[config.mk]
export PLATFORM = sky130hd
export DESIGN_NAME = ilie_cell
export DESIGN_NICKNAME = d
export VERILOG_FILES = /design/src/hdl/ilie_pkg.sv /design/src/hdl/ilie_cell.sv
export SDC_FILE = /design/constraint.sdc
export NUM_CORES = 1
export LEC_CHECK = 0
export BUFFER_PORTS_ARGS = -buffer_cell sky130_fd_sc_hd__buf_2
export CAP_MARGIN = 5
export CORE_MARGIN = 4
export CORE_UTILIZATION = 43
export DETAILED_ROUTE_END_ITERATION = 12
export GPL_TIMING_DRIVEN = 0
export PLACE_DENSITY = 0.78
export SLEW_MARGIN = 5
export SYNTH_ARGS = -nofsm -noshare
export SYNTH_HDL_FRONTEND = slang
export SYNTH_SLANG_ARGS = --single-unit
[constraint.sdc]
create_clock -name clk_i -period 1.2 [get_ports clk_i]
set_input_delay 0 -clock clk_i [delete_from_list [all_inputs] [get_ports clk_i]]
set_output_delay 0 -clock clk_i [all_outputs]
set_load 0.02 [all_outputs]
[src/hdl/ilie_pkg.sv]
// Package for the indexed list block: payload structs, command and status codes,
// and the operation struct that the control logic sends along the row of cells.
// Has no dependencies; every other file imports it.
`default_nettype none

package ilie_pkg;

  localparam int CAPACITY = 256;
  localparam int IDX_W    = $clog2(CAPACITY);
  localparam int CNT_W    = $clog2(CAPACITY + 1);
  localparam int DATA_W   = 32;
  localparam int GRP      = 16;
  localparam int NGRP     = CAPACITY / GRP;
  localparam int GRP_W    = $clog2(GRP);
  localparam int NGRP_W   = $clog2(NGRP);

  // Commands.
  localparam logic [2:0] CMD_INSERT     = 3'd0;
  localparam logic [2:0] CMD_ERASE      = 3'd1;
  localparam logic [2:0] CMD_FIND       = 3'd2;
  localparam logic [2:0] CMD_MODIFY     = 3'd3;
  localparam logic [2:0] CMD_POP_BACK   = 3'd4;
  localparam logic [2:0] CMD_POP_FRONT  = 3'd5;
  localparam logic [2:0] CMD_PUSH_BACK  = 3'd6;
  localparam logic [2:0] CMD_PUSH_FRONT = 3'd7;

  // Result status codes.
  localparam logic [2:0] ST_OK       = 3'd0;
  localparam logic [2:0] ST_BADPOS   = 3'd1;
  localparam logic [2:0] ST_FULL     = 3'd2;
  localparam logic [2:0] ST_EMPTY    = 3'd3;
  localparam logic [2:0] ST_NOTFOUND = 3'd4;

  // Cell operations.
  localparam logic [1:0] OP_HOLD       = 2'd0;
  localparam logic [1:0] OP_SHIFT_UP   = 2'd1;
  localparam logic [1:0] OP_SHIFT_DOWN = 2'd2;
  localparam logic [1:0] OP_WRITE      = 2'd3;

  typedef struct packed {
    logic [2:0]               command;
    logic [CNT_W-1:0]         position;
    logic signed [DATA_W-1:0] value;
  } in_item_t;

  typedef struct packed {
    logic [2:0]       status;
    logic [IDX_W-1:0] found_index;
    logic [CNT_W-1:0] count;
  } out_item_t;

  typedef struct packed {
    logic [1:0]        kind;
    logic [CNT_W-1:0]  pos;
    logic [DATA_W-1:0] value;
    logic [CNT_W-1:0]  count;
  } cell_op_t;

endpackage

`default_nettype wire

[src/hdl/ilie_cell.sv]
// One storage cell of the list: holds a single entry, takes its neighbor's entry
// on a shift, and flags a match against the search value.
// Depends on ilie_pkg.
`default_nettype none

module ilie_cell (
  input  logic                         clk_i,
  input  logic                         rst_ni,
  input  logic [ilie_pkg::IDX_W-1:0]   idx_i,
  input  ilie_pkg::cell_op_t           op_i,
  input  logic [ilie_pkg::DATA_W-1:0]  lower_i,
  input  logic [ilie_pkg::DATA_W-1:0]  upper_i,
  output logic [ilie_pkg::DATA_W-1:0]  entry_o,
  output logic                         match_o
);
  import ilie_pkg::*;

  logic [DATA_W-1:0] entry_q, entry_d;
  logic              match_q, match_d;
  logic [CNT_W-1:0]  idx_ext;

  assign idx_ext = CNT_W'(idx_i);

  always_comb begin
    entry_d = entry_q;
    unique case (op_i.kind)
      OP_SHIFT_UP: begin
        if (idx_ext > op_i.pos) begin
          entry_d = lower_i;
        end else if (idx_ext == op_i.pos) begin
          entry_d = op_i.value;
        end
      end
      OP_SHIFT_DOWN: begin
        if (idx_ext >= op_i.pos) begin
          entry_d = upper_i;
        end
      end
      OP_WRITE: begin
        if (idx_ext == op_i.pos) begin
          entry_d = op_i.value;
        end
      end
      default: entry_d = entry_q;
    endcase
  end

  // Only entries below the count take part in a search.
  assign match_d = (entry_q == op_i.value) && (idx_ext < op_i.count);

  always_ff @(posedge clk_i) begin
    entry_q <= entry_d;
  end

  always_ff @(posedge clk_i or negedge rst_ni) begin
    if (!rst_ni) begin
      match_q <= 1'b0;
    end else begin
      match_q <= match_d;
    end
  end

  assign entry_o = entry_q;
  assign match_o = match_q;

endmodule

`default_nettype wire

==> Word level (Yosys, flattened, before mapping) <==
Cells that the tools add are included.
{ "word_totals": {"input_bits": 126, "regBits": 33} }
{ "classes": {"muxes": 4, "magnitude_cmp": 3, "n_eq_ne": 6, "n_reduce_logical": 3} }
{ "ops": {"columns": ["op", "count"], "rows": [
  ["$mux 32", 3],
  ["$pmux 32 s3", 1],
  ["$eq 32x32->1", 1],
  ["$eq 8x9->1", 1],
  ["$ge 8x9->1", 1],
  ["$gt 8x9->1", 1],
  ["$lt 8x9->1", 1],
  ["$eq 2x2->1 const B", 2],
  ["$reduce_bool 3->1", 1],
  ["$eq 2x1->1 const B", 1],
  ["$ne 2x2->1 const B", 1],
  ["$reduce_and 2->1", 1],
  ["$logic_and 1x1->1", 1]
]} }

==> Longest topological paths before layout <==
{ "logic_depth": {"ltp_word": 4, "mapped_depth": 8, "depth_no_buf": 7} }

==> Worst setup path before layout <==
No wires, ideal clock.
{ "synth_path": {"kind": "input to register", "startpoint": "in op_i[42] in the netlist's numbering", "endpoint": "reg entry_q[0], in the netlist entry_o[0] (enable)", "setup_time_ns": 0.394, "required_ns": 0.806, "slack_ns": -0.966, "t_arrival_ns": 1.772, "n_path_buf": 0, "stages": 7, "cell_sequence": "inv_1 ha_1 nor2b_1 o21bai_1 a311oi_2 o31ai_1 nand2b_1"} }
{ "synth_via": {"elab_chain_len": 3} }
{ "synth_rtl": {"columns": ["element", "line_no", "source"], "rows": [
  ["start: declaration", "ilie_cell.sv:10", "input ilie_pkg::cell_op_t op_i,"],
  ["$ge 8x9->1", "ilie_cell.sv:35", "if (idx_ext >= op_i.pos) begin"],
  ["$ne 2x2->1 (no source line)", null, null],
  ["$reduce_and 2->1 (no source line)", null, null],
  ["end signal: assignment", "ilie_cell.sv:52", "entry_q <= entry_d;"],
  ["end: declaration", "ilie_cell.sv:18", "logic [DATA_W-1:0] entry_q, entry_d;"]
]} }
Every way passes these cells.
A chain may end at the register's enable or synchronous reset.

==> Final worst setup path <==
{ "layout_path": {"startpoint": "reg entry_q[29], in the netlist entry_o[29]", "endpoint": "reg match_q, in the netlist match_o"} }
{ "layout_via": {"elab_chain_len": 2} }
{ "layout_rtl": {"columns": ["element", "line_no", "source"], "rows": [
  ["$eq 32x32->1", "ilie_cell.sv:49", "assign match_d = (entry_q == op_i.value) && (idx_ext < op_i.count);"],
  ["$logic_and 1x1->1", "ilie_cell.sv:49", null],
  ["via match_d", "ilie_cell.sv:19", "logic match_q, match_d;"],
  ["end signal: assignment", "ilie_cell.sv:59", "match_q <= match_d;"],
  ["end: declaration", "ilie_cell.sv:19", null]
]} }
The timed path passes the listed nets, and every way through them passes these cells.

==> results.sh <==
export IMPL_synthTopCellsByArea="edfxtp_1, mux2i_1, a221oi_1, o211ai_2, nand2_1"
export IMPL_path_buf_inv=0
export IMPL_power_total_mw=4.70
export IMPL_die_area_um2=9450
export IMPL_worstPathRequired_ns=1.39
export IMPL_gp_congestion=0.855
export IMPL_clk_latency_ns=0.29
export IMPL_drive_above_1_share_pct=52.3
export IMPL_slowest_delay_ns=0.45
export IMPL_tightest_slew_ns=0.703
export IMPL_grt_use_total_pct=28.1
export IMPL_post_synth_num_cell_types=40
export IMPL_p_clk_share_pct=18.4
export IMPL_wl_met1_um=5230
export IMPL_grt_max_degree=14
export IMPL_grt_ovfl_total=0
export IMPL_die_h_um=97.2
export IMPL_die_w_um=97.2
export IMPL_antennaDiodeCount=0
export IMPL_drtAntennaViolNets=0
export IMPL_nets=738
export IMPL_timing_worst_setup_path_type="register to register"
export IMPL_core_um2=7730
export IMPL_cts_tree="built"
export IMPL_grt_pass1_vias=4258
export IMPL_drt_iter0_drc=207
export IMPL_path_clk_slew_ns=0.08
export IMPL_worstPathArrival_ns=1.84
export IMPL_wl_um=13800
export IMPL_via_count=4073
export IMPL_nFillCells=561
export IMPL_synth_top_area_share_pct=28.1
export IMPL_synthArstFlopShare_pct=3.03
export IMPL_cts_buffers=5
export IMPL_dp_slack_ns=-0.815
export IMPL_ios=159
export IMPL_fin_cells=699
export IMPL_cp_slowest_cell="edfxtp_1"
export IMPL_cp_top_family="simple AND/OR/NAND/NOR gates"
export IMPL_io_buffers=157
export IMPL_hold_viol=0
export IMPL_root_buffer="clkbuf_8"
export IMPL_yosysSeqAreaShare_pct=28.8
export IMPL_swShare_pct=38.3
export IMPL_cpMostUsedCell="nand4_1"
export IMPL_synth_seq_cells=33
export IMPL_violations="negative setup slack"
export IMPL_route_met3_wl_um=1330
export IMPL_ir_drop_uv=591
export IMPL_avgSynthCellArea_um2=8.69
export IMPL_met2_length_um=6840
export IMPL_drv_slew=0
export IMPL_setup_violations=65
export IMPL_yosys_area_top_type="edfxtp_1"
export IMPL_htreeDepth=2
export IMPL_cp_max_fo=2
export IMPL_endpoint_kind="register"
export IMPL_tns_ns=-19.64
export IMPL_route_detailed_wl_per_inst_um=19.7
export IMPL_synth_edf_count=32
export IMPL_rows=32
export IMPL_hold_class="input port to register"
export IMPL_grt_pass1_wl_um=21700
export IMPL_powerDensity_nw_per_um2=839
export IMPL_synth_main_ff_cell="edfxtp_1"
export IMPL_fmax_ghz=0.606
export IMPL_post_route_worst_setup_slack_ns=-0.449
export IMPL_dp_hpwl_um=8620
export IMPL_crit_path_start_kind="register"
export IMPL_status="finished with violations"
export IMPL_drcViolationCount=0
export IMPL_synth_cells=394
export IMPL_dp_cells=653
export IMPL_synth_nets=535
export IMPL_cap_violations=0
export IMPL_initial_core_util_pct=44.3
export IMPL_p_sw_mw=1.80
export IMPL_clock_sinks=33
export IMPL_leakagePower_nw=2.76
export IMPL_synth_area_um2=3420
export IMPL_cell_internal_pwr_mw=2.90
export IMPL_combPwrFrac_pct=46.1
export IMPL_min_period_ns=1.65
export IMPL_rsz0062_at_grt="yes"
export IMPL_skew_ns=0.00162
export IMPL_topRoutingLayerUsed="met4"
export IMPL_finalCritPeriodShare_pct=137
export IMPL_antenna_found_initial=0
export IMPL_seqPwrFrac_pct=35.5
export IMPL_via_per_inst=5.83
export IMPL_area_growth_pct=63.5
export IMPL_drt_pass1_iter_count=6
export IMPL_clock_path_buffers=2
export IMPL_yosysWarnings=0
export IMPL_max_slew_margin_pct=53.1
export IMPL_cp_cell_sequence="xnor2_2, nand4_1, nor4_4, nand4_1, a311oi_2"
metal layers:
layer | track usage (%) | vias to the layer above
met1 | 34.9 | 1915
met4 | 7.99 | 0
li1 | - | 1857
met2 | 48.5 | 256
met3 | 6.60 | 45
met5 | 0 | -
synth_stat cells, types with 2 or more instances:
master,number
xnor2_1,23
nor2b_1,2
a221oi_1,31
nor2_1,4
a21oi_1,2
nand3_1,35
clkbuf_1,10
nor4_1,4
nand4_1,7
nand2b_1,2
mux2i_1,31
a211oi_1,3
edfxtp_1,32
xor2_1,9
a21o_1,3
o211ai_1,12
nand2_1,65
ha_1,15
buf_2,14
buf_4,3
o211ai_2,20
inv_1,49
layout make-up:
cell class	count	area [um2]	area share, %
clock buffer	5	68.8	1.23
tap	102	128	2.28
multi-input combinational	288	2640	47.1
sequential	33	986	17.6
clock inverter	2	11.3	0.201
inverter	49	206	3.69
buffer	25	200	3.58
timing repair buffer	195	1360	24.3
cell families after synthesis:
| logic type | Yosys count | synth area share (%) |
|---|---|---|
| flops | 33 | 28.8 |
| xor+xnor | 32 | 8.19 |
| simple gates | 128 | 17.8 |
| buf+inv | 76 | 9.17 |
| mux | 31 | 9.06 |
| fa+ha+maj | 15 | 5.48 |
| compound gates | 79 | 21.5 |
sequential cells by signal (all words and copies together) (netlist names):
| register | flops |
|---|---|
| entry_o | 32 |
| match_o | 1 |
metrics by stage:
| stage | util [%] | instance area, um2 | hold WS, ns |
|---|---|---|---|
| 6_report | 72.4 | 5600 | 0.00577 |
| 5_1_grt | 72.4 | 5600 | 0.00406 |
| 4_1_cts | 71.7 | 5540 | 0.00273 |
| 3_5_place_dp | 58.6 | 4530 | -0.224 |
| 3_3_place_gp | 58.6 | 4530 | -0.224 |
| 2_1_floorplan | - | 3620 | -0.296 |
worst paths after layout:
kind                        startpoint           to  slack (ns)  depth (start not counted)
setup / recovery           entry_o[29]      match_o       -0.45                          5
hold / removal             upper_i[12]  entry_o[12]       0.006                          3
setup reg to reg           entry_o[29]      match_o       -0.45                          5
hold reg to reg            entry_o[16]  entry_o[16]        0.67                          2
max in group asynchronous       rst_ni      match_o        1.09                          2
min in group asynchronous       rst_ni      match_o        0.02                          2
worst reg2reg max path, delay by kind of cell (launching register included):
kind | cells | cell delay, ns
XOR/XNOR | 1 | 0.20
AO/OA/AOI/OAI | 1 | 0.23
flip-flops | 1 | 0.45
AND/OR/NAND/NOR | 3 | 0.69
cells in the final DEF, fill, tap and decap left out, types with 2 or more instances in the layout:
cell type / count
nor4_4: 3
clkbuf_1: 8
inv_2: 4
a21o_1: 3
clkbuf_2: 2
inv_1: 41
nor2_1: 3
buf_4: 17
buf_8: 7
ha_1: 7
a221oi_1: 8
mux2i_1: 30
ha_4: 8
nand2_1: 63
buf_12: 5
nand3_2: 5
o211ai_1: 12
inv_4: 2
nand2b_4: 4
edfxtp_1: 32
xnor2_1: 19
nand4_1: 7
buf_2: 146
xnor2_2: 4
buf_6: 29
xor2_1: 9
a21oi_1: 2
o211ai_2: 20
clkbuf_8: 5
dlygate4sd3_1: 2
nand3_1: 30
buf_16: 3
a311oi_2: 2
a221oi_2: 23
power by group through the flow:
stage                     Combinational (mW)  Clock, mW  Sequential (mW)
after global routing                    2.32      0.913             1.69
after floorplan                        0.877          0             1.85
after detailed placement                1.68          0             1.69
final                                   2.17      0.864             1.67
after global placement                  1.64          0             1.68
after CTS                               2.09      0.857             1.66
repair_timing:
item,4_1_cts,5_1_grt
hold buffers,2,0
gates cloned,10,1
setup buffers,28,5
pin swaps,27,15
setup endpoints to repair,65,65
hold endpoints to repair,2,0
gates resized for setup,114,23
Power figures use the tool's default switching activity.
