==> config.mk <==
export PLATFORM = sky130hd
export DESIGN_NAME = ilie_first_match
export DESIGN_NICKNAME = d
export VERILOG_FILES = /design/src/hdl/ilie_pkg.sv /design/src/hdl/ilie_first_match.sv
export SDC_FILE = /design/constraint.sdc
export NUM_CORES = 1
export LEC_CHECK = 0
export ABC_AREA = 0
export BUFFER_PORTS_ARGS = -buffer_cell sky130_fd_sc_hd__buf_2
export CORE_MARGIN = 4
export CORE_UTILIZATION = 46
export DETAILED_ROUTE_END_ITERATION = 10
export PLACE_DENSITY = 0.86
export REMOVE_ABC_BUFFERS = 1
export SLEW_MARGIN = 40
export SYNTH_ARGS = -nofsm -noshare
export SYNTH_HDL_FRONTEND = slang
export SYNTH_SLANG_ARGS = --single-unit
==> constraint.sdc <==
create_clock -name clk_i -period 1.8 [get_ports clk_i]
set_input_delay 0.36 -clock clk_i [delete_from_list [all_inputs] [get_ports clk_i]]
set_output_delay 0.36 -clock clk_i [all_outputs]
set_load 0.1 [all_outputs]
==> src/hdl/ilie_pkg.sv <==
// Package for the indexed list block: payload structs, command and status codes,
// and the operation struct that the control logic sends along the row of cells.
// Has no dependencies; every other file imports it.
`default_nettype none

package ilie_pkg;

  localparam int CAPACITY = 256;
  localparam int IDX_W    = $clog2(CAPACITY);
  localparam int CNT_W    = $clog2(CAPACITY + 1);
  localparam int DATA_W   = 32;
  localparam int GRP      = 16;
  localparam int NGRP     = CAPACITY / GRP;
  localparam int GRP_W    = $clog2(GRP);
  localparam int NGRP_W   = $clog2(NGRP);

  // Commands.
  localparam logic [2:0] CMD_INSERT     = 3'd0;
  localparam logic [2:0] CMD_ERASE      = 3'd1;
  localparam logic [2:0] CMD_FIND       = 3'd2;
  localparam logic [2:0] CMD_MODIFY     = 3'd3;
  localparam logic [2:0] CMD_POP_BACK   = 3'd4;
  localparam logic [2:0] CMD_POP_FRONT  = 3'd5;
  localparam logic [2:0] CMD_PUSH_BACK  = 3'd6;
  localparam logic [2:0] CMD_PUSH_FRONT = 3'd7;

  // Result status codes.
  localparam logic [2:0] ST_OK       = 3'd0;
  localparam logic [2:0] ST_BADPOS   = 3'd1;
  localparam logic [2:0] ST_FULL     = 3'd2;
  localparam logic [2:0] ST_EMPTY    = 3'd3;
  localparam logic [2:0] ST_NOTFOUND = 3'd4;

  // Cell operations.
  localparam logic [1:0] OP_HOLD       = 2'd0;
  localparam logic [1:0] OP_SHIFT_UP   = 2'd1;
  localparam logic [1:0] OP_SHIFT_DOWN = 2'd2;
  localparam logic [1:0] OP_WRITE      = 2'd3;

  typedef struct packed {
    logic [2:0]               command;
    logic [CNT_W-1:0]         position;
    logic signed [DATA_W-1:0] value;
  } in_item_t;

  typedef struct packed {
    logic [2:0]       status;
    logic [IDX_W-1:0] found_index;
    logic [CNT_W-1:0] count;
  } out_item_t;

  typedef struct packed {
    logic [1:0]        kind;
    logic [CNT_W-1:0]  pos;
    logic [DATA_W-1:0] value;
    logic [CNT_W-1:0]  count;
  } cell_op_t;

endpackage

`default_nettype wire

==> src/hdl/ilie_first_match.sv <==
// Two-stage registered priority tree that finds the lowest cell with a match.
// Depends on ilie_pkg.
`default_nettype none

module ilie_first_match (
  input  logic                          clk_i,
  input  logic                          rst_ni,
  input  logic [ilie_pkg::CAPACITY-1:0] match_i,
  output logic                          found_o,
  output logic [ilie_pkg::IDX_W-1:0]    index_o
);
  import ilie_pkg::*;

  logic [NGRP-1:0]            grp_any_q, grp_any_d;
  logic [NGRP-1:0][GRP_W-1:0] grp_idx_q, grp_idx_d;
  logic                       found_q, found_d;
  logic [IDX_W-1:0]           index_q, index_d;

  // Stage one: lowest match inside each group.
  always_comb begin
    for (int g = 0; g < NGRP; g++) begin
      grp_any_d[g] = 1'b0;
      grp_idx_d[g] = '0;
      for (int s = GRP - 1; s >= 0; s--) begin
        if (match_i[g*GRP + s]) begin
          grp_any_d[g] = 1'b1;
          grp_idx_d[g] = GRP_W'(s);
        end
      end
    end
  end

  // Stage two: lowest group with a match.
  always_comb begin
    found_d = 1'b0;
    index_d = '0;
    for (int g = NGRP - 1; g >= 0; g--) begin
      if (grp_any_q[g]) begin
        found_d = 1'b1;
        index_d = {NGRP_W'(g), grp_idx_q[g]};
      end
    end
  end

  always_ff @(posedge clk_i or negedge rst_ni) begin
    if (!rst_ni) begin
      grp_any_q <= '0;
      found_q   <= 1'b0;
    end else begin
      grp_any_q <= grp_any_d;
      found_q   <= found_d;
    end
  end

  always_ff @(posedge clk_i) begin
    grp_idx_q <= grp_idx_d;
    index_q   <= index_d;
  end

  assign found_o = found_q;
  assign index_o = index_q;

endmodule

`default_nettype wire

---- Yosys cells after proc, flatten, opt, wreduce, memory -nomap -nowiden ----
Index checks and enable logic that the tools add are counted.
word-level totals
  flip-flop bits (word level) ............. 89
  output and inout port bits .............. 9
  logic and storage cells ................. 650
  input bits .............................. 258
cells by class
  mux-type cells .......................... 528
  reductions and logical operators ........ 51
operator list
  operator            count
  4-bit two-way mux   129
  1-bit two-way mux   288
  3-bit two-way mux   64
  8-bit OR reduction  17
  4-bit OR reduction  17
  2-bit two-way mux   32
  8-bit two-way mux   8
  2-bit OR reduction  17
  7-bit two-way mux   4
  6-bit two-way mux   2
  5-bit two-way mux   1

---- Depth between registers and ports, before layout ----
Gate-level depths: netlist of run 1.
  depth after elaboration ................. 16
  gate-level depth with buffers ........... 6
  gate-level depth less buffers ........... 5

---- Worst setup path after synthesis of run 1 ----
No wires, ideal clock.
  kind .................................... reg2reg
  start point ............................. reg grp_any_q[0]
  end point ............................... reg index_q[2] (netlist: index_o[2])
  stages on the path, launching flop included .. 7
  arrival ................................. 1242 ps
  period minus slack after synthesis ...... 1361 ps
  library setup time ...................... 119 ps
  buffers on the path ..................... 1
  path slack .............................. 439 ps
  required time ........................... 1681 ps
  path through ............................ dfrtp_1 -> buf_2 -> nor2_2 -> o211ai_1 -> a311oi_1 -> o41a_1 -> nor3_2
on the way
  cells in the longest elaborated chain, start to end .. 1
ends and longest elaborated chain
  element                 RTL line                source
  from (decl)             ilie_first_match.sv:14  logic [NGRP-1:0] grp_any_q, grp_any_d;
  from (signal assigned)  ilie_first_match.sv:50  grp_any_q <= grp_any_d;
  4-bit two-way mux       ilie_first_match.sv:38  if (grp_any_q[g]) begin
  via index_d[2]          ilie_first_match.sv:17  logic [IDX_W-1:0] index_q, index_d;
  to (signal assigned)    ilie_first_match.sv:57  index_q <= index_d;
  to (decl)               ilie_first_match.sv:17
The timed path passes the listed nets, and every way through them passes these cells.
A chain may end at the register's enable or synchronous reset.

---- Worst setup path after layout of run 1 ----
  start point ............................. reg grp_any_q[8]
  end point ............................... reg index_q[1] (netlist: index_o[1])
on the way
  cells in the longest elaborated chain, start to end .. 9
ends and longest elaborated chain
  element                          RTL line
  8-bit two-way mux                ilie_first_match.sv:38
  7-bit two-way mux (4 in series)  ilie_first_match.sv:38
  6-bit two-way mux (2 in series)  ilie_first_match.sv:38
  5-bit two-way mux                ilie_first_match.sv:38
  4-bit two-way mux                ilie_first_match.sv:38
  via index_d[1]                   ilie_first_match.sv:17
The timed path passes the listed nets, and every way through them passes these cells.

==> results of run 1 <==
## metrics by stage
step	area (um2)	hold slack, ns	util (%)	total power [uW]	worst slack [ns]
after detailed placement	6760	0.333	61.3	2900	0.270
after CTS	7100	0.200	64.3	4890	0.269
final	7100	0.211	64.3	4840	0.250
after floorplan	5230	0.0644	-	2430	0.467
after global routing	7100	0.201	64.3	5080	0.0391
after global placement	6760	0.317	61.3	2890	0.364
## cells by family after synthesis
logic type | synth area share, %
buffers and inverters | 4.98
and+or+nand+nor | 30.1
AOI/OAI and AO/OA | 29.5
DFF | 35.4
## final timing paths
kind                                    startpoint                       end  slack (ns)  cells after the start
max in group asynchronous                   rst_ni   grp_any_q[11]$_DFF_PN0_        0.96                      2
setup reg to reg            grp_any_q[8]$_DFF_PN0_        index_o[1]$_DFF_P_        0.25                      5
min in group asynchronous                   rst_ni    grp_any_q[1]$_DFF_PN0_        0.53                      2
hold reg to reg            grp_idx_q[1]$_SDFF_PP0_        index_o[1]$_DFF_P_        0.49                      2
setup / recovery            grp_any_q[8]$_DFF_PN0_        index_o[1]$_DFF_P_        0.25                      5
hold / removal                        match_i[176]  grp_idx_q[45]$_SDFF_PP0_        0.21                      2
## routing by layer
metal / vias to the layer above / GRT usage, % / routed length [um]
li1: 3197 / - / -
met1: 2643 / 26.6 / 6320
met2: 193 / 38.9 / 7340
met3: 20 / 5.11 / 1050
met4: 0 / 6.18 / 233
met5: - / 0 / 0
## sequential cells by signal (all words and copies together) (netlist names)
register	flops
index_o	8
found_o	1
grp_idx_q	64
grp_any_q	16
## power by group
group / total (uW) / leakage [uW] / switching [uW] / internal [uW]
combinational: 803 / 0.00219 / 422 / 381
clock: 1970 / 0.000157 / 713 / 1260
sequential: 2060 / 0.000739 / 23.9 / 2040
## timing repair
item | in CTS | in global routing
setup buffers | 0 | 0
hold buffers | 1 | 0
hold endpoints to repair | 17 | 0
## final cells by class
type,count,area [um2],share of cell area [%]
repair buffers,270,1360,19.2
multi-input cells,573,3150,44.4
clock buffers,12,246,3.47
flip-flops and latches,89,1870,26.3
inverters,58,218,3.07
well taps,140,175,2.47
clock inverters,4,77.6,1.09
## placed cells by master, fill, tap and decap left out, types with 3 or more instances in the layout
cell type / Yosys / final
buf_2: 6 / 266
nor2_1: 135 / 135
nand2_1: 75 / 75
dfxtp_1: 72 / 72
a21oi_1: 63 / 63
inv_1: 57 / 57
a211oi_1: 34 / 34
nor4_1: 33 / 33
nand3_1: 33 / 33
nor3_1: 33 / 33
o31a_1: 32 / 32
nand2b_1: 22 / 22
o31ai_1: 19 / 19
a21boi_0: 17 / 17
o21bai_1: 17 / 17
dfrtp_1: 17 / 17
o21ai_0: 9 / 9
clkbuf_16: 0 / 9
nor2b_1: 5 / 5
o21ai_1: 5 / 5
o211ai_1: 5 / 5
nor2_2: 4 / 4
a31oi_1: 3 / 3
o221ai_1: 3 / 3
nand4_1: 3 / 3
a22oi_1: 3 / 3
buf_4: 0 / 3
==> impl_summary.log, run 1 <==
[metrics] count of maximum capacitance violations: 0
[metrics] Die ar.: between 10000 and 15000 um2
[metrics] IO Pins: ~270
[metrics] most frequent cell after synthesis: nor2_1
[metrics] class of the worst hold path: in2reg
[metrics] power density normalized to cell area: 682 nW/um2
[metrics] clock skew after layout: approximately 0.011 ns
[metrics] clock tree from TritonCTS: yes
[metrics] chip height: 115 um
[metrics] Max clock buf depth: 2
[metrics] final clock period utilization by the worst path: between 80% and 90%
[metrics] post-layout minimum cycle time: around 1.6 ns
[metrics] remaining routing DRC violations: 0
[metrics] number of port buffers: approximately 270
[metrics] flop and latch count out of synthesis: between 80 and 90
[metrics] clock sinks: a little under 90
[metrics] result of the run: finished clean
[metrics] data arrival at the endpoint of the critical path: 1.78 ns
[metrics] required time of the critical path: just over 2 ns
[metrics] post-detailed-route via-to-cell ratio: ~5.3
[metrics] clock-pin slew of the registers on the worst-case setup and hold paths: around 0.060 ns
[metrics] number of antenna-violating nets in the routed design: 0
[metrics] startpoint kind of the worst setup timing path: flip-flop
[metrics] number of detailed-routing iterations run before antenna repair: 5
[metrics] number of placed instances, taps included: 1129
[metrics] wire length of the first global-routing pass: between 20 and 25 mm
[metrics] per-instance average area after synthesis: about 7.3 um2
[metrics] wire per inst: ~13 um
[metrics] Post-synth top cells: nor2_1 (135), nand2_1 (75), dfxtp_1 (72), a21oi_1 (63), inv_1 (57)
[metrics] cell taking the most area after synthesis: dfxtp_1
[metrics] P&R area growth vs syn: 34.4%
[metrics] Worst path top cell family by delay: compound AO/OA/AOI/OAI gates
[metrics] cells traversed along the worst timing path: nor2b_1 -> a221oi_1 -> o211ai_1 -> a21oi_1 -> o21ai_1
[metrics] Final Net Count: between 1000 and 1500
[metrics] Initial Util: around 48%
[metrics] post-synthesis cell area: between 5000 and 6000 um2
[metrics] cells resized by post-CTS repair: 0
[metrics] post-route non-filler standard cell count: between 1000 and 1500
[metrics] final number of setup-violating endpoints: 0
[metrics] final hold violations: 0
[metrics] pins over their slew limit: 0
[metrics] initial DRC count: between 300 and 400
[metrics] source-to-sink clock delay at the later pin of the worst-skew pair: about 0.34 ns
[metrics] EDFF count, synth: 0
[metrics] Synthesis Warnings: 0
[metrics] hpwl dp: around 13 mm
[metrics] Total Neg Setup Slack: 0 ns
[metrics] Antenna diodes: 0
[metrics] leakage power figure: approximately 0.0031 uW
[metrics] row cnt: 38
[metrics] Setup Crit Path Kind: reg2reg
[metrics] number of instances in the synthesized netlist: 728
[metrics] root buffer selected by CTS: clkbuf_16
[metrics] highest clock rate: around 0.65 GHz
[metrics] unrepaired setup endpoints after global routing: false
[metrics] overall overflow remaining after global route: 0
[metrics] CP endpoint kind: flip-flop
[metrics] Synth async-reset ratio: 19.1%
[metrics] largest fanout of any net on the critical path: 9
[metrics] longest individual stage delay on the worst path: 0.51 ns
[metrics] Worst slew margin: between 60% and 70%
[metrics] distinct cell type count of the synthesized netlist: 47
[metrics] Slew @ Worst Pin: about 0.50 ns
[metrics] Area contributors post-synth: dfxtp_1 (27%), nor2_1 (9.6%), dfrtp_1 (8.1%)
[metrics] pin count of the biggest net entering global routing: 18
[metrics] level count of the clock H-tree: 3
[metrics] CP max-delay cell: dfrtp_1
[metrics] number of buffers inserted during clock tree synthesis: 9
[metrics] aggregate global-route resource usage: between 20% and 30%
[metrics] width of the die: between 100 and 150 um
[metrics] global placement routability congestion: slightly above 0.9
[metrics] layout cell share with drive strength beyond 1: about 30%
[metrics] placeable core region: about 11000 um2
[metrics] portion of synthesized cell area occupied by the leading cell type: a little over a quarter
[metrics] share of the yosys chip area belonging to registers: between 30% and 40%
[metrics] Worst VDD drop: 0.522 mV
[metrics] commonest register cell after synthesis: dfxtp_1
[metrics] Post-Route WL: roughly 15 mm
[metrics] number of antenna violations at the first check in global routing: 0
[metrics] filler cell count: 1021
[metrics] vias: a little over 6000
[metrics] via count of the first global-routing pass: around 5700
[metrics] Buf/Inv on CP: 0
Note: power is estimated with default switching activity, not from simulation.
==> run 2, diff against run 1 <==
CORE_ASPECT_RATIO = 0.5   (was default)
RECOVER_POWER = 50   (was default)
==> impl_summary.log, run 2 (synthesis gave the netlist of run 1 again) <==
[metrics] number of buffers inserted during clock tree synthesis: 9 (unchanged)
[metrics] worst-case setup margin in the final layout: 0.223 ns (-0.0275 ns)
[metrics] post-layout minimum cycle time: 1.58 ns (+0.0275 ns)
[metrics] hpwl dp: 13.7 mm (+7.4%)
[metrics] data arrival at the endpoint of the critical path: 1.81 ns (+0.03 ns)
[metrics] final hold violations: 0 (unchanged)
[metrics] via count of the first global-routing pass: 5739 (+0.10%)
[metrics] result of the run: finished clean
[metrics] initial DRC count: 330 (+6.8%)
[metrics] root buffer selected by CTS: clkbuf_16
[metrics] number of antenna violations at the first check in global routing: 0 (unchanged)
[metrics] aggregate global-route resource usage: 22.4% (+0.45 points)
[metrics] count of maximum capacitance violations: 0 (unchanged)
[metrics] unrepaired setup endpoints after global routing: false
[metrics] power density normalized to cell area: 670 nW/um2 (-1.8%)
[metrics] Worst VDD drop: 0.357 mV (-32%)
[metrics] Worst Hold Slack: 0.196 ns (-0.0154 ns)
[metrics] chip height: 83.8 um (-27%)
[metrics] placed cell area: 6780 um2 (+0.31%)
[metrics] IO Pins: 267 (unchanged)
[metrics] wire per inst: 13.9 um (+6.8%)
[metrics] final number of setup-violating endpoints: 0 (unchanged)
[metrics] largest fanout of any net on the critical path: 9 (unchanged)
[metrics] pins over their slew limit: 0 (unchanged)
[metrics] flip-flop count of the largest register after layout: 64 (unchanged)
[metrics] number of antenna-violating nets in the routed design: 0 (unchanged)
[metrics] row cnt: 27 (-29%)
[metrics] Final Net Count: 1261 (+0.16%)
[metrics] commonest non-fill, non-tap cells in the layout: buf_2 (248), nor2_1 (135), nand2_1 (75), dfxtp_1 (72), a21oi_1 (63)
[metrics] required time of the critical path: 2.03 ns (about the same)
[metrics] source-to-sink clock delay at the later pin of the worst-skew pair: 0.35 ns (about the same)
[metrics] remaining routing DRC violations: 0 (unchanged)
[metrics] most common cell after layout, fill and taps aside: buf_2
[metrics] width of the die: 159 um (+39%)
[metrics] Post-Route WL: 16.1 mm (+7.5%)
[metrics] placeable core region: 11100 um2 (+0.76%)
[metrics] number of placed instances, taps included: 1136 (+0.62%)
[metrics] Max clock buf depth: 2 (unchanged)
[metrics] wire length of the first global-routing pass: 25.1 mm (+4.0%)
[metrics] post-detailed-route via-to-cell ratio: 5.41 (+2.5%)
[metrics] vias: 6240 (+3.1%)
[metrics] P&R area growth vs syn: 34.3%
[metrics] post-route non-filler standard cell count: 1153 (+0.61%)
[metrics] Slew @ Worst Pin: 1.14 ns (+0.639 ns)
[metrics] global placement routability congestion: 0.943 (+1.8%)
[metrics] startpoint kind of the worst setup timing path: flip-flop
[metrics] final clock period utilization by the worst path: 87.6% (+1.5 points)
[metrics] clock sinks: 89 (unchanged)
[metrics] Die ar.: 13400 um2 (+0.78%)
[metrics] clock skew after layout: 0.00302 ns (-0.00792 ns)
[metrics] clock tree from TritonCTS: yes
[metrics] leakage power figure: 0.00304 uW (-1.5%)
[metrics] Worst slew margin: 23.8% (-42 points)
[metrics] Initial Util: 47.5% (-0.36 points)
[metrics] overall overflow remaining after global route: 0 (unchanged)
[metrics] cell area after layout: 7090 um2 (-0.11%)
[metrics] class of the worst hold path: in2reg
[metrics] Biggest register: grp_idx_q
[metrics] Setup Crit Path Kind: reg2reg
[metrics] Antenna diodes: 0 (unchanged)
[metrics] number of port buffers: 266 (unchanged)
[metrics] number of detailed-routing iterations run before antenna repair: 4 (-1)
[metrics] level count of the clock H-tree: 3 (unchanged)
[metrics] pin count of the biggest net entering global routing: 18 (unchanged)
[metrics] layout cell share with drive strength beyond 1: 28.0% (-1.2 points)
[metrics] highest clock rate: 0.634 GHz (-1.7%)
[metrics] Total Neg Setup Slack: 0 ns (unchanged)
[metrics] clock-pin slew of the registers on the worst-case setup and hold paths: 0.06 ns (about the same)
[metrics] pre-CTS WS: 0.123 ns (-0.146 ns)
[metrics] CP endpoint kind: flip-flop
[run 2: final timing paths]
kind	cells after the start	to	startpoint	slack (ns)
max in group asynchronous	2	grp_any_q[11]$_DFF_PN0_	rst_ni	0.35
worst max-delay path	5	index_o[1]$_DFF_P_	grp_any_q[8]$_DFF_PN0_	0.22
worst min register to register	2	index_o[1]$_DFF_P_	grp_idx_q[1]$_SDFF_PP0_	0.52
min in group asynchronous	2	grp_any_q[3]$_DFF_PN0_	rst_ni	0.76
worst min-delay path	2	grp_idx_q[5]$_SDFF_PP0_	match_i[16]	0.20
worst max register to register	5	index_o[1]$_DFF_P_	grp_any_q[8]$_DFF_PN0_	0.22
[run 2: metrics by stage]
stage	util (%)	total power, uW
floorplan	-	2430
global placement	61.0	2880
detailed placement	61.0	2910
CTS	63.9	4770
global route	63.8	4950
finish	63.8	4750
[run 2: per-layer routing]
metal / GRT usage (%) / vias up / wire length, um
met1: 27.0 / 2827 / 7120
met5: 0 / - / 0
li1: - / 3199 / -
met4: 7.01 / 0 / 261
met2: 39.0 / 191 / 7650
met3: 6.12 / 23 / 1040
[run 2: critical path, cell delays in order, from the launching register on]
cell and delay, ns:
dfrtp_1 0.52, nor2b_1 0.11, a221oi_2 0.39, o211ai_1 0.17, a21oi_1 0.19, o21ai_1 0.08
[run 2: layout make-up]
class,count,area [um2]
timing repair buffer,272,1360
sequential,89,1870
multi-input combinational,573,3160
fill,976,4030
clock buffer,10,239
tap,145,181
clock inverter,6,67.6
inverter,58,218
[run 2: repair_timing]
| action | in CTS | in global routing |
|---|---|---|
| endpoints found under the hold margin | 17 | 0 |
| endpoints found under the setup margin | 0 | 2 |
| hold buffers | 1 | 0 |
| buffers inserted | 0 | 0 |
| resized for setup | 0 | 2 |
[run 2: power by group]
| group | internal, uW | total, uW | switching, uW |
|---|---|---|---|
| clock | 1110 | 1880 | 763 |
| combinational | 375 | 809 | 433 |
| sequential | 2040 | 2060 | 25.0 |
